## src/rtl/lspg_pkg.sv

```systemverilog
`timescale 1ns / 1ps

package lspg_pkg;

  // Strip geometry and field widths.
  localparam int unsigned MAX_PIXELS = 64;
  localparam int unsigned IDX_W      = $clog2(MAX_PIXELS);
  localparam int unsigned CNT_W      = 7;
  localparam int unsigned STEP_W     = 11;
  localparam int unsigned RGB_W      = 24;
  localparam int unsigned CH_W       = 8;
  localparam int unsigned QUOT_W     = 9;
  localparam int unsigned MODE_W     = 3;

  // Sequence limits.
  localparam logic [STEP_W-1:0] CYCLE_STEPS   = STEP_W'(256 * 5);
  localparam logic [3:0]        CHASE_ROUNDS  = 4'd10;
  localparam logic [1:0]        CHASE_PHASES  = 2'd3;
  localparam logic [8:0]        WHEEL_SPAN    = 9'd255;
  localparam logic [CNT_W-1:0]  MAX_COUNT     = CNT_W'(MAX_PIXELS);

  // Reset values of the configuration registers.
  localparam logic [MODE_W-1:0] MODE_RESET  = 3'd1;
  localparam logic [RGB_W-1:0]  SOLID_RESET = 24'hFF0000;
  localparam logic [CNT_W-1:0]  COUNT_RESET = 7'd60;

  // Animation modes.
  localparam logic [MODE_W-1:0] MODE_WIPE     = 3'd0;
  localparam logic [MODE_W-1:0] MODE_RAINBOW  = 3'd1;
  localparam logic [MODE_W-1:0] MODE_CYCLE    = 3'd2;
  localparam logic [MODE_W-1:0] MODE_CHASE    = 3'd3;
  localparam logic [MODE_W-1:0] MODE_CHASE_RB = 3'd4;

  typedef enum logic [1:0] {
    CFG_MODE        = 2'd0,
    CFG_SOLID_COLOR = 2'd1,
    CFG_PIXEL_COUNT = 2'd2
  } cfg_reg_e;

  typedef enum logic [1:0] {
    ST_IDLE,
    ST_DIV,
    ST_RUN
  } state_e;

  // Result of the per-frame division of 256 by the pixel count.
  typedef struct packed {
    logic              done;
    logic [QUOT_W-1:0] quot;
    logic [CNT_W-1:0]  rem;
  } div_res_t;

  // Colour wheel: red to green, green to blue, blue to red.
  function automatic logic [RGB_W-1:0] wheel(input logic [CH_W-1:0] pos);
    logic [CH_W-1:0] p;
    logic [CH_W-1:0] t;
    logic [CH_W-1:0] m;
    p = ~pos;
    if (p < 8'd85) begin
      t = p;
      m = (t << 1) + t;
      wheel = {8'd255 - m, 8'd0, m};
    end else if (p < 8'd170) begin
      t = p - 8'd85;
      m = (t << 1) + t;
      wheel = {8'd0, m, 8'd255 - m};
    end else begin
      t = p - 8'd170;
      m = (t << 1) + t;
      wheel = {m, 8'd255 - m, 8'd0};
    end
  endfunction

endpackage

```

## src/rtl/lspg_ram.sv

```systemverilog
`timescale 1ns / 1ps

module lspg_ram #(
  parameter int unsigned Width = 24,
  parameter int unsigned Depth = 64
) (
  input  logic                     clk_i,
  input  logic                     we_i,
  input  logic [$clog2(Depth)-1:0] waddr_i,
  input  logic [Width-1:0]         wdata_i,
  input  logic                     re_i,
  input  logic [$clog2(Depth)-1:0] raddr_i,
  output logic [Width-1:0]         rdata_o
);

  logic [Width-1:0] mem_q [Depth];
  logic [Width-1:0] rdata_q;

  always_ff @(posedge clk_i) begin
    if (we_i) begin
      mem_q[waddr_i] <= wdata_i;
    end
    if (re_i) begin
      rdata_q <= mem_q[raddr_i];
    end
  end

  assign rdata_o = rdata_q;

endmodule

```

## src/rtl/lspg_div.sv

```systemverilog
`timescale 1ns / 1ps

// Restoring divider for 256 / divisor, one quotient bit per cycle.
module lspg_div (
  input  logic                          clk_i,
  input  logic                          rst_ni,
  input  logic                          start_i,
  input  logic [lspg_pkg::CNT_W-1:0]    divisor_i,
  output lspg_pkg::div_res_t            res_o
);

  logic                          busy_q, busy_d;
  logic                          done_q, done_d;
  logic [3:0]                    cnt_q, cnt_d;
  logic [lspg_pkg::CNT_W-1:0]    rem_q, rem_d;
  logic [lspg_pkg::QUOT_W-1:0]   quot_q, quot_d;
  logic [lspg_pkg::CNT_W:0]      trial;
  logic                          ge;

  always_comb begin
    busy_d = busy_q;
    done_d = done_q;
    cnt_d  = cnt_q;
    rem_d  = rem_q;
    quot_d = quot_q;
    trial  = {rem_q, quot_q[lspg_pkg::QUOT_W-1]};
    ge     = trial >= {1'b0, divisor_i};
    if (start_i) begin
      busy_d = 1'b1;
      done_d = 1'b0;
      cnt_d  = '0;
      rem_d  = '0;
      quot_d = lspg_pkg::QUOT_W'(256);
    end else if (busy_q) begin
      rem_d  = ge ? lspg_pkg::CNT_W'(trial - {1'b0, divisor_i})
                  : lspg_pkg::CNT_W'(trial);
      quot_d = {quot_q[lspg_pkg::QUOT_W-2:0], ge};
      cnt_d  = cnt_q + 4'd1;
      if (cnt_q == 4'(lspg_pkg::QUOT_W - 1)) begin
        busy_d = 1'b0;
        done_d = 1'b1;
      end
    end
  end

  always_ff @(posedge clk_i or negedge rst_ni) begin
    if (!rst_ni) begin
      busy_q <= 1'b0;
      done_q <= 1'b0;
      cnt_q  <= '0;
    end else begin
      busy_q <= busy_d;
      done_q <= done_d;
      cnt_q  <= cnt_d;
    end
  end

  always_ff @(posedge clk_i) begin
    rem_q  <= rem_d;
    quot_q <= quot_d;
  end

  assign res_o.done = done_q;
  assign res_o.quot = quot_q;
  assign res_o.rem  = rem_q;

endmodule

```

## src/rtl/led_strip_pattern_generator.sv

```systemverilog
`timescale 1ns / 1ps

// LED strip pattern generator. Each input word is one frame tick: the block
// advances the selected animation (colour wipe, rainbow, rainbow cycle,
// theater chase or theater chase rainbow) and then streams every pixel of
// the strip, index 0 first, with last_pixel_o marking the final one. The
// frame buffer lives in a 64 x 24 synchronous RAM; each pixel is read,
// recoloured on the way out and written back in a single pass. Each frame
// starts with a serial divider that works out 256 / n for the rainbow
// cycle spacing; the pixels then pass through the registered RAM read and
// the output register. A new frame tick is taken once the last pixel of
// the previous frame has left the read stage; the final pixel may still
// be waiting in the output register. The buffer reads as all pixels off
// after reset through per-entry valid flags, so no clearing pass is
// needed. Configuration (mode, solid colour, pixel count) must only be
// written while the block is idle. A pixel count of zero is treated as
// one and counts above 64 as 64.
module led_strip_pattern_generator (
  input  logic                              clk_i,
  input  logic                              rst_ni,
  input  logic                              in_valid_i,
  output logic                              in_stall_o,
  input  logic                              restart_i,
  output logic                              out_valid_o,
  input  logic                              out_stall_i,
  output logic [lspg_pkg::IDX_W-1:0]        pixel_index_o,
  output logic [lspg_pkg::CH_W-1:0]         red_o,
  output logic [lspg_pkg::CH_W-1:0]         green_o,
  output logic [lspg_pkg::CH_W-1:0]         blue_o,
  output logic                              last_pixel_o,
  input  logic                              cfg_we_i,
  input  logic [1:0]                        cfg_index_i,
  input  logic [lspg_pkg::RGB_W-1:0]        cfg_data_i
);

  // Configuration registers.
  logic [lspg_pkg::MODE_W-1:0] mode_q;
  logic [lspg_pkg::RGB_W-1:0]  solid_q;
  logic [lspg_pkg::CNT_W-1:0]  count_q;

  // Animation counters.
  logic [lspg_pkg::STEP_W-1:0] step_q, step_d;
  logic [1:0]                  phase_q, phase_d;
  logic [3:0]                  round_q, round_d;

  // Frame sequencer.
  lspg_pkg::state_e            state_q, state_d;
  logic [lspg_pkg::IDX_W-1:0]  pix_q, pix_d;
  logic [1:0]                  pm3_q, pm3_d;
  logic [lspg_pkg::QUOT_W-1:0] acc_q, acc_d;
  logic [lspg_pkg::CNT_W-1:0]  racc_q, racc_d;
  logic                        div_start;
  lspg_pkg::div_res_t          div_res;

  // Effective pixel count.
  logic [lspg_pkg::CNT_W-1:0]  n_eff;
  logic [lspg_pkg::IDX_W-1:0]  n_m1;

  // Read stage and output register.
  logic                        s1_vld_q;
  logic [lspg_pkg::IDX_W-1:0]  p1_q;
  logic                        last1_q, lit1_q, hit1_q, ent1_q;
  logic [lspg_pkg::CH_W-1:0]   wpos1_q;
  logic                        out_valid_q;
  logic [lspg_pkg::IDX_W-1:0]  out_idx_q;
  logic [lspg_pkg::RGB_W-1:0]  out_rgb_q;
  logic                        out_last_q;

  // Per-entry valid flags: an entry never written reads as black.
  logic [lspg_pkg::MAX_PIXELS-1:0] ent_vld_q;

  logic                        adv, issue;
  logic [lspg_pkg::STEP_W-1:0] s_pre, s_inc;
  logic [1:0]                  ph_pre;
  logic [3:0]                  rd_pre, r_inc;
  logic [lspg_pkg::CNT_W:0]    rsum;
  logic [lspg_pkg::IDX_W-1:0]  ci;
  logic [8:0]                  csum, cmod;
  logic [lspg_pkg::CH_W-1:0]   wpos0;
  logic                        lit0;
  logic [lspg_pkg::RGB_W-1:0]  rdata, old_col, wcol, emit_col, wb_col;
  logic                        ram_we;

  always_comb begin
    if (count_q == '0) begin
      n_eff = lspg_pkg::CNT_W'(1);
    end else if (count_q > lspg_pkg::MAX_COUNT) begin
      n_eff = lspg_pkg::MAX_COUNT;
    end else begin
      n_eff = count_q;
    end
  end
  assign n_m1 = lspg_pkg::IDX_W'(n_eff - lspg_pkg::CNT_W'(1));

  // The pipeline moves whenever the output register is free or being taken.
  assign adv   = !out_valid_q || !out_stall_i;
  assign issue = (state_q == lspg_pkg::ST_RUN) && adv;

  // Configuration port.
  always_ff @(posedge clk_i or negedge rst_ni) begin
    if (!rst_ni) begin
      mode_q  <= lspg_pkg::MODE_RESET;
      solid_q <= lspg_pkg::SOLID_RESET;
      count_q <= lspg_pkg::COUNT_RESET;
    end else if (cfg_we_i) begin
      unique case (lspg_pkg::cfg_reg_e'(cfg_index_i))
        lspg_pkg::CFG_MODE:        mode_q  <= cfg_data_i[lspg_pkg::MODE_W-1:0];
        lspg_pkg::CFG_SOLID_COLOR: solid_q <= cfg_data_i;
        lspg_pkg::CFG_PIXEL_COUNT: count_q <= cfg_data_i[lspg_pkg::CNT_W-1:0];
        default: ;
      endcase
    end
  end

  // Sequencer: counters are brought into range when a tick is taken and
  // advanced as the last pixel of the frame leaves for the RAM.
  always_comb begin
    state_d    = state_q;
    step_d     = step_q;
    phase_d    = phase_q;
    round_d    = round_q;
    pix_d      = pix_q;
    pm3_d      = pm3_q;
    acc_d      = acc_q;
    racc_d     = racc_q;
    div_start  = 1'b0;
    in_stall_o = 1'b1;
    s_pre      = restart_i ? '0 : step_q;
    ph_pre     = (restart_i || phase_q >= lspg_pkg::CHASE_PHASES) ? 2'd0 : phase_q;
    rd_pre     = restart_i ? '0 : round_q;
    s_inc      = step_q + lspg_pkg::STEP_W'(1);
    r_inc      = round_q + 4'd1;
    rsum       = {1'b0, racc_q} + {1'b0, div_res.rem};

    unique case (state_q)
      lspg_pkg::ST_IDLE: begin
        in_stall_o = s1_vld_q;
        if (in_valid_i && !s1_vld_q) begin
          div_start = 1'b1;
          state_d   = lspg_pkg::ST_DIV;
          phase_d   = ph_pre;
          round_d   = rd_pre;
          step_d    = s_pre;
          case (mode_q) inside
            lspg_pkg::MODE_WIPE: begin
              if (s_pre >= lspg_pkg::STEP_W'(n_eff)) step_d = '0;
            end
            lspg_pkg::MODE_RAINBOW, lspg_pkg::MODE_CHASE_RB: begin
              if (s_pre >= lspg_pkg::STEP_W'(256)) step_d = '0;
            end
            lspg_pkg::MODE_CYCLE: begin
              if (s_pre >= lspg_pkg::CYCLE_STEPS) step_d = '0;
            end
            lspg_pkg::MODE_CHASE: begin
              if (rd_pre >= lspg_pkg::CHASE_ROUNDS) round_d = '0;
            end
            default: ;
          endcase
        end
      end
      lspg_pkg::ST_DIV: begin
        if (div_res.done) begin
          state_d = lspg_pkg::ST_RUN;
          pix_d   = '0;
          pm3_d   = '0;
          acc_d   = '0;
          racc_d  = '0;
        end
      end
      lspg_pkg::ST_RUN: begin
        if (adv) begin
          pix_d = pix_q + lspg_pkg::IDX_W'(1);
          pm3_d = (pm3_q == 2'd2) ? 2'd0 : pm3_q + 2'd1;
          if (rsum >= {1'b0, n_eff}) begin
            racc_d = lspg_pkg::CNT_W'(rsum - {1'b0, n_eff});
            acc_d  = acc_q + div_res.quot + lspg_pkg::QUOT_W'(1);
          end else begin
            racc_d = lspg_pkg::CNT_W'(rsum);
            acc_d  = acc_q + div_res.quot;
          end
          if (pix_q == n_m1) begin
            state_d = lspg_pkg::ST_IDLE;
            case (mode_q)
              lspg_pkg::MODE_WIPE: begin
                step_d = (s_inc >= lspg_pkg::STEP_W'(n_eff)) ? '0 : s_inc;
              end
              lspg_pkg::MODE_RAINBOW: begin
                step_d = lspg_pkg::STEP_W'(s_inc[7:0]);
              end
              lspg_pkg::MODE_CYCLE: begin
                step_d = (s_inc >= lspg_pkg::CYCLE_STEPS) ? '0 : s_inc;
              end
              lspg_pkg::MODE_CHASE: begin
                if (phase_q == lspg_pkg::CHASE_PHASES - 2'd1) begin
                  phase_d = '0;
                  round_d = (r_inc >= lspg_pkg::CHASE_ROUNDS) ? '0 : r_inc;
                end else begin
                  phase_d = phase_q + 2'd1;
                end
              end
              lspg_pkg::MODE_CHASE_RB: begin
                if (phase_q == lspg_pkg::CHASE_PHASES - 2'd1) begin
                  phase_d = '0;
                  step_d  = lspg_pkg::STEP_W'(s_inc[7:0]);
                end else begin
                  phase_d = phase_q + 2'd1;
                end
              end
              default: ;
            endcase
          end
        end
      end
      default: state_d = lspg_pkg::ST_IDLE;
    endcase
  end

  always_ff @(posedge clk_i or negedge rst_ni) begin
    if (!rst_ni) begin
      state_q <= lspg_pkg::ST_IDLE;
      step_q  <= '0;
      phase_q <= '0;
      round_q <= '0;
      pix_q   <= '0;
      pm3_q   <= '0;
    end else begin
      state_q <= state_d;
      step_q  <= step_d;
      phase_q <= phase_d;
      round_q <= round_d;
      pix_q   <= pix_d;
      pm3_q   <= pm3_d;
    end
  end

  always_ff @(posedge clk_i) begin
    acc_q  <= acc_d;
    racc_q <= racc_d;
  end

  lspg_div u_div (
    .clk_i     (clk_i),
    .rst_ni    (rst_ni),
    .start_i   (div_start),
    .divisor_i (n_eff),
    .res_o     (div_res)
  );

  // Issue stage: wheel position and chase membership of the pixel being read.
  // A chase pixel is lit when its index sits on the current phase modulo 3.
  assign lit0 = (pm3_q == phase_q);
  assign ci   = pix_q - lspg_pkg::IDX_W'(phase_q);
  assign csum = 9'(ci) + 9'(step_q[7:0]);
  assign cmod = (csum >= lspg_pkg::WHEEL_SPAN) ? csum - lspg_pkg::WHEEL_SPAN : csum;

  always_comb begin
    case (mode_q)
      lspg_pkg::MODE_CYCLE:    wpos0 = acc_q[7:0] + step_q[7:0];
      lspg_pkg::MODE_CHASE_RB: wpos0 = cmod[7:0];
      default:                 wpos0 = lspg_pkg::CH_W'(pix_q) + step_q[7:0];
    endcase
  end

  always_ff @(posedge clk_i or negedge rst_ni) begin
    if (!rst_ni) begin
      s1_vld_q    <= 1'b0;
      out_valid_q <= 1'b0;
      ent_vld_q   <= '0;
    end else begin
      if (adv) begin
        s1_vld_q    <= issue;
        out_valid_q <= s1_vld_q;
      end
      if (ram_we) begin
        ent_vld_q[p1_q] <= 1'b1;
      end
    end
  end

  always_ff @(posedge clk_i) begin
    if (issue) begin
      p1_q    <= pix_q;
      last1_q <= (pix_q == n_m1);
      lit1_q  <= lit0;
      hit1_q  <= (lspg_pkg::STEP_W'(pix_q) == step_q);
      ent1_q  <= ent_vld_q[pix_q];
      wpos1_q <= wpos0;
    end
    if (adv && s1_vld_q) begin
      out_idx_q  <= p1_q;
      out_rgb_q  <= emit_col;
      out_last_q <= last1_q;
    end
  end

  lspg_ram #(
    .Width (lspg_pkg::RGB_W),
    .Depth (lspg_pkg::MAX_PIXELS)
  ) u_frame_ram (
    .clk_i   (clk_i),
    .we_i    (ram_we),
    .waddr_i (p1_q),
    .wdata_i (wb_col),
    .re_i    (issue),
    .raddr_i (pix_q),
    .rdata_o (rdata)
  );

  // Recolour stage: what is shown and what goes back into the buffer.
  // Chase pixels are shown lit and then stored dark again.
  assign old_col = ent1_q ? rdata : '0;
  assign wcol    = lspg_pkg::wheel(wpos1_q);
  assign ram_we  = adv && s1_vld_q;

  always_comb begin
    emit_col = old_col;
    wb_col   = old_col;
    case (mode_q) inside
      lspg_pkg::MODE_WIPE: begin
        if (hit1_q) begin
          emit_col = solid_q;
          wb_col   = solid_q;
        end
      end
      lspg_pkg::MODE_RAINBOW, lspg_pkg::MODE_CYCLE: begin
        emit_col = wcol;
        wb_col   = wcol;
      end
      lspg_pkg::MODE_CHASE: begin
        if (lit1_q) begin
          emit_col = solid_q;
          wb_col   = '0;
        end
      end
      lspg_pkg::MODE_CHASE_RB: begin
        if (lit1_q) begin
          emit_col = wcol;
          wb_col   = '0;
        end
      end
      default: ;
    endcase
  end

  assign out_valid_o   = out_valid_q;
  assign pixel_index_o = out_idx_q;
  assign red_o         = out_rgb_q[23:16];
  assign green_o       = out_rgb_q[15:8];
  assign blue_o        = out_rgb_q[7:0];
  assign last_pixel_o  = out_last_q;

  // The frame-end marker always sits on the final pixel of the strip.
  a_last_on_final : assert property (@(posedge clk_i) disable iff (!rst_ni)
    out_valid_o && last_pixel_o |-> pixel_index_o == n_m1)
    else $error("last pixel flag on wrong index");

  // The read pointer never runs past the strip.
  a_issue_in_range : assert property (@(posedge clk_i) disable iff (!rst_ni)
    state_q == lspg_pkg::ST_RUN |-> {1'b0, pix_q} < n_eff)
    else $error("pixel read beyond strip length");

  // The chase phase stays within its three positions.
  a_phase_range : assert property (@(posedge clk_i) disable iff (!rst_ni)
    phase_q < lspg_pkg::CHASE_PHASES)
    else $error("chase phase out of range");

  // In wipe mode the wipe position is a real pixel while the frame runs.
  a_wipe_step : assert property (@(posedge clk_i) disable iff (!rst_ni)
    state_q == lspg_pkg::ST_RUN && mode_q == lspg_pkg::MODE_WIPE
      |-> step_q < lspg_pkg::STEP_W'(n_eff))
    else $error("wipe position beyond strip length");

endmodule

```

## config.mk

```make
export PLATFORM = sky130hd
export DESIGN_NAME = led_strip_pattern_generator
export DESIGN_NICKNAME = d
export VERILOG_FILES = /design/src/rtl/lspg_pkg.sv /design/src/rtl/lspg_ram.sv /design/src/rtl/lspg_div.sv /design/src/rtl/led_strip_pattern_generator.sv
export SDC_FILE = /design/constraint.sdc
export NUM_CORES = 2
export LEC_CHECK = 0
export ABC_AREA = 1
export ABC_CLOCK_PERIOD_IN_PS = 7900
export BUFFER_PORTS_ARGS = -buffer_cell sky130_fd_sc_hd__buf_2
export CAP_MARGIN = 30
export CORE_AREA = 2 2 574 462
export CTS_CLUSTER_SIZE = 12
export DETAILED_ROUTE_END_ITERATION = 10
export DIE_AREA = 0 0 576 464
export GPL_TIMING_DRIVEN = 0
export HOLD_SLACK_MARGIN = 0.06
export PLACE_DENSITY_LB_ADDON = 0.15
export SYNTH_ARGS = -nofsm -noshare
export SYNTH_HDL_FRONTEND = slang
export SYNTH_SLANG_ARGS = --single-unit
```

## constraint.sdc

```tcl
create_clock -name clk_i -period 7.9 [get_ports clk_i]
set_input_delay 1.185 -clock clk_i [delete_from_list [all_inputs] [get_ports clk_i]]
set_output_delay 1.185 -clock clk_i [all_outputs]
set_load 0.02 [all_outputs]
```

==> reports/results.ini <==
[run_status]
status=finished, final reports clean

[logic_synthesis]
ys.flop_type=edfxtp_1
syn_area_um2=75540
ys_ff_latch=1769
synth_area_per_cell_um2=11.71
synth_edf_count=1624
synthTopCellsByArea=edfxtp_1, o21ai_0, nor2_1, dfrtp_1, nand2_1
yosysSeqAreaShare=0.6927
synth_cell_types=61
yosysWarnings=0
synth_top_cell_by_area=edfxtp_1
synthCells=6451
async_flop_share=0.07292
syn-num-nets=6586
synth_top_area_frac=0.6455

[critical_path]
path_cells=buf_2, inv_2, buf_2, buf_2, buf_1, buf_8, ha_1, inv_1, fa_1, nor3_1, xor2_1, ha_1, nand2_1, o211ai_1, xor2_1, inv_1, nand4_2, nand3_2, nand2_1, nand2_1, nand2_1, nand2_1
worstSetupEndpointType=flop
critical_path_buf_inv_count=8
critical-path-top-delay-family=buffers and inverters
crit_type=reg -> reg
worstReg2RegStart=pix_q[0]$_DFFE_PN0P_
worstPathRequired_ns=8.46
r2r.worst_path.cells=22
rrSetupSlack_ns=1.47
slowest_delay_ns=0.67
startpoint_type=flop
crit_path_frequent_cell=nand2_1
path_max_fanout=10
timing.rr.end=wpos1_q[3]$_DFFE_PP_
arrival_ns=6.99
slowest_stage=buf_2

[floorplanning]
die_area_um2=267300
coreArea_um2=261100
start_util=0.2894
io-pin-count=65
die_h_um=464
row_count=168
die_w_um=576

[run]
drv_cap=0

[grt]
grt_first_pass_wirelength_um=507000
gr-usage-all-layers=0.2813
grt_max_degree=81
grt_pass1_vias=54350
grt_overflow=0
antenna_found_initial=43

[clocking]
cts_sinks=1769
worst_skew_pair.late_latency_ns=0.91
cts_tree=done
root_buffer=clkbuf_16
cts_hold_buf=0
cts_resized=0
path_clk_slew_ns=0.06
cts_buffer_depth=4
cts_buffers=189
cts_setup_buffers=0
htree_levels=4

[power]
irDropWorstVdd_uv=238.7
p_leak_nw=31.31
powerDensity_nw_per_um2=400.6

[hold_path]
min_path_type=in -> async

[placement]
pre_cts_slack_ns=1.859
dpl.hpwl_um=278700
gp_congestion=0.9672
numPortBuffers=63
place_area_um2=84970

[timing]
rsz0062_at_grt=false
layout_setup_ws_ns=1.467
timing.fmax_ghz=0.1555
whs_ns=0.3322
setup_viol=0
final.period_utilization=0.8143
tightest_slew_ns=1.205
min_period_ns=6.433
maxSlewViolCount=0
hold_viol_final=0
tns_ns=0
fin_skew_ns=0.08254
relSlewSlack=0.1967

[route]
drcViolationCount=0
vias=60220
drt-initial-drc-count=10280
ant_nets=0
first_pass_iters=6
routed_via_density=5.710
wire_per_inst_um=36.72
routed_wirelength_um=387300

[layout]
final_layout_size_suffix_gt1_frac=0.1132
nFillCells=25990
multiInputGateArea_um2=21120
seq_area_um2=52330
mostFrequentLayoutCells=edfxtp_1, o21ai_0, nor2_1
final_common_cell=edfxtp_1
final_area_um2=90650
utilization=0.3472
fin_nets=7052
area_growth_pct=20.00

==> metrics by stage <==
step / total power [W] / cells
after floorplan: 0.01862 / 6451
final: 0.03632 / 10550
after global routing: 0.03701 / 10540
after global placement: 0.02652 / 9999
after detailed placement: 0.02718 / 10200
after CTS: 0.03555 / 10520
==> report_power, final <==
group	switching [W]	leakage, nW	total, W	internal, W
logic	0.0126	12.2	0.0162	0.00360
registers	0.000195	16.5	0.0117	0.0115
clock network	0.00386	2.68	0.00850	0.00464
total	0.0166	31.3	0.0363	0.0197
==> sequential cells by signal, indices dropped and copies added, names as in the netlist, 3 cells and up <==
register / flops
ent_vld_q: 64
count_q: 7
u_div.rem_q: 7
u_div.quot_q: 9
racc_q: 7
mode_q: 3
u_frame_ram.mem_q: 1536
solid_q: 24
u_frame_ram.rdata_o: 24
wpos1_q: 8
pixel_index_o: 6
out_rgb_q: 24
step_q: 11
pix_q: 6
acc_q: 8
u_div.cnt_q: 4
p1_q: 6
==> area by class of cell <==
cell class | count | share of cell area
Antenna cell | 12 | 0.0003313
Buffer | 410 | 0.01880
Clock buffer | 270 | 0.05687
Clock inverter | 53 | 0.004003
Inverter | 284 | 0.01176
Multi-Input combinational cell | 3988 | 0.2330
Sequential cell | 1769 | 0.5773
Tap cell | 3485 | 0.04810
Timing Repair Buffer | 275 | 0.04987
==> how the worst max path moves through the flow <==
stage | startpoint | endpoint | slack (ns) | cells past startpoint
2_1_floorplan | wpos1_q[1]$_DFFE_PP_ | u_frame_ram.mem_q[0][6]$_DFFE_PP_ | 2.40 | 16
3_3_place_gp | wpos1_q[5]$_DFFE_PP_ | u_frame_ram.mem_q[1][3]$_DFFE_PP_ | -4.66 | 13
3_5_place_dp | pix_q[0]$_DFFE_PN0P_ | wpos1_q[6]$_DFFE_PP_ | 1.86 | 21
4_1_cts | pix_q[0]$_DFFE_PN0P_ | wpos1_q[6]$_DFFE_PP_ | 1.82 | 21
5_1_grt | pix_q[0]$_DFFE_PN0P_ | wpos1_q[2]$_DFFE_PP_ | 1.44 | 22
6_report | pix_q[0]$_DFFE_PN0P_ | wpos1_q[3]$_DFFE_PP_ | 1.47 | 22
==> cell families (layout without fill, tap and decap cells) <==
family                   after synthesis  count (layout)  share of synthesized area
AO/OA/AOI/OAI                       1762            1762                     0.1330
XOR/XNOR                              59              59                   0.006840
adder cells (fa/ha/maj)              103             103                    0.01795
buffers and inverters                694            1292                    0.03660
flip-flops                          1769            1769                     0.6927
multiplexers                           2               2                  0.0002981
other                                  0              12                          0
AND/OR/NAND/NOR                     2062            2062                     0.1126
==> per-layer routing <==
layer,part of all wire,wire (um),vias up,global-route usage
li1,-,-,24500,-
met1,0.41,160700,30770,0.3964
met2,0.40,153800,4113,0.3847
met3,0.13,50920,825,0.09483
met4,0.055,21320,16,0.1291
met5,0.0015,563,-,0.003766
==> synthesized netlist by cell type (5+ instances only) <==
cell and instances:
edfxtp_1 1624, o21ai_0 1017, nor2_1 987, nand2_1 667, o22ai_1 273, inv_1 269
clkbuf_1 262, nand3_1 222, a21oi_1 186, dfrtp_1 116, o221ai_1 103, buf_2 101
ha_1 94, nand4_1 77, o211ai_1 66, or2_2 45, buf_1 40, xor2_1 40
nor3_1 24, xnor2_1 19, o31ai_1 18, a31oi_1 17, dfxtp_1 16, a21boi_0 14
dfstp_2 13, inv_2 13, a22o_1 12, a22oi_1 9, and3_1 9, fa_1 9
a221oi_1 7, nor2_2 7, a221o_1 6, nand2_2 6, a211oi_1 5, buf_4 5
o41ai_1 5
(Power assumes the default switching activity.)
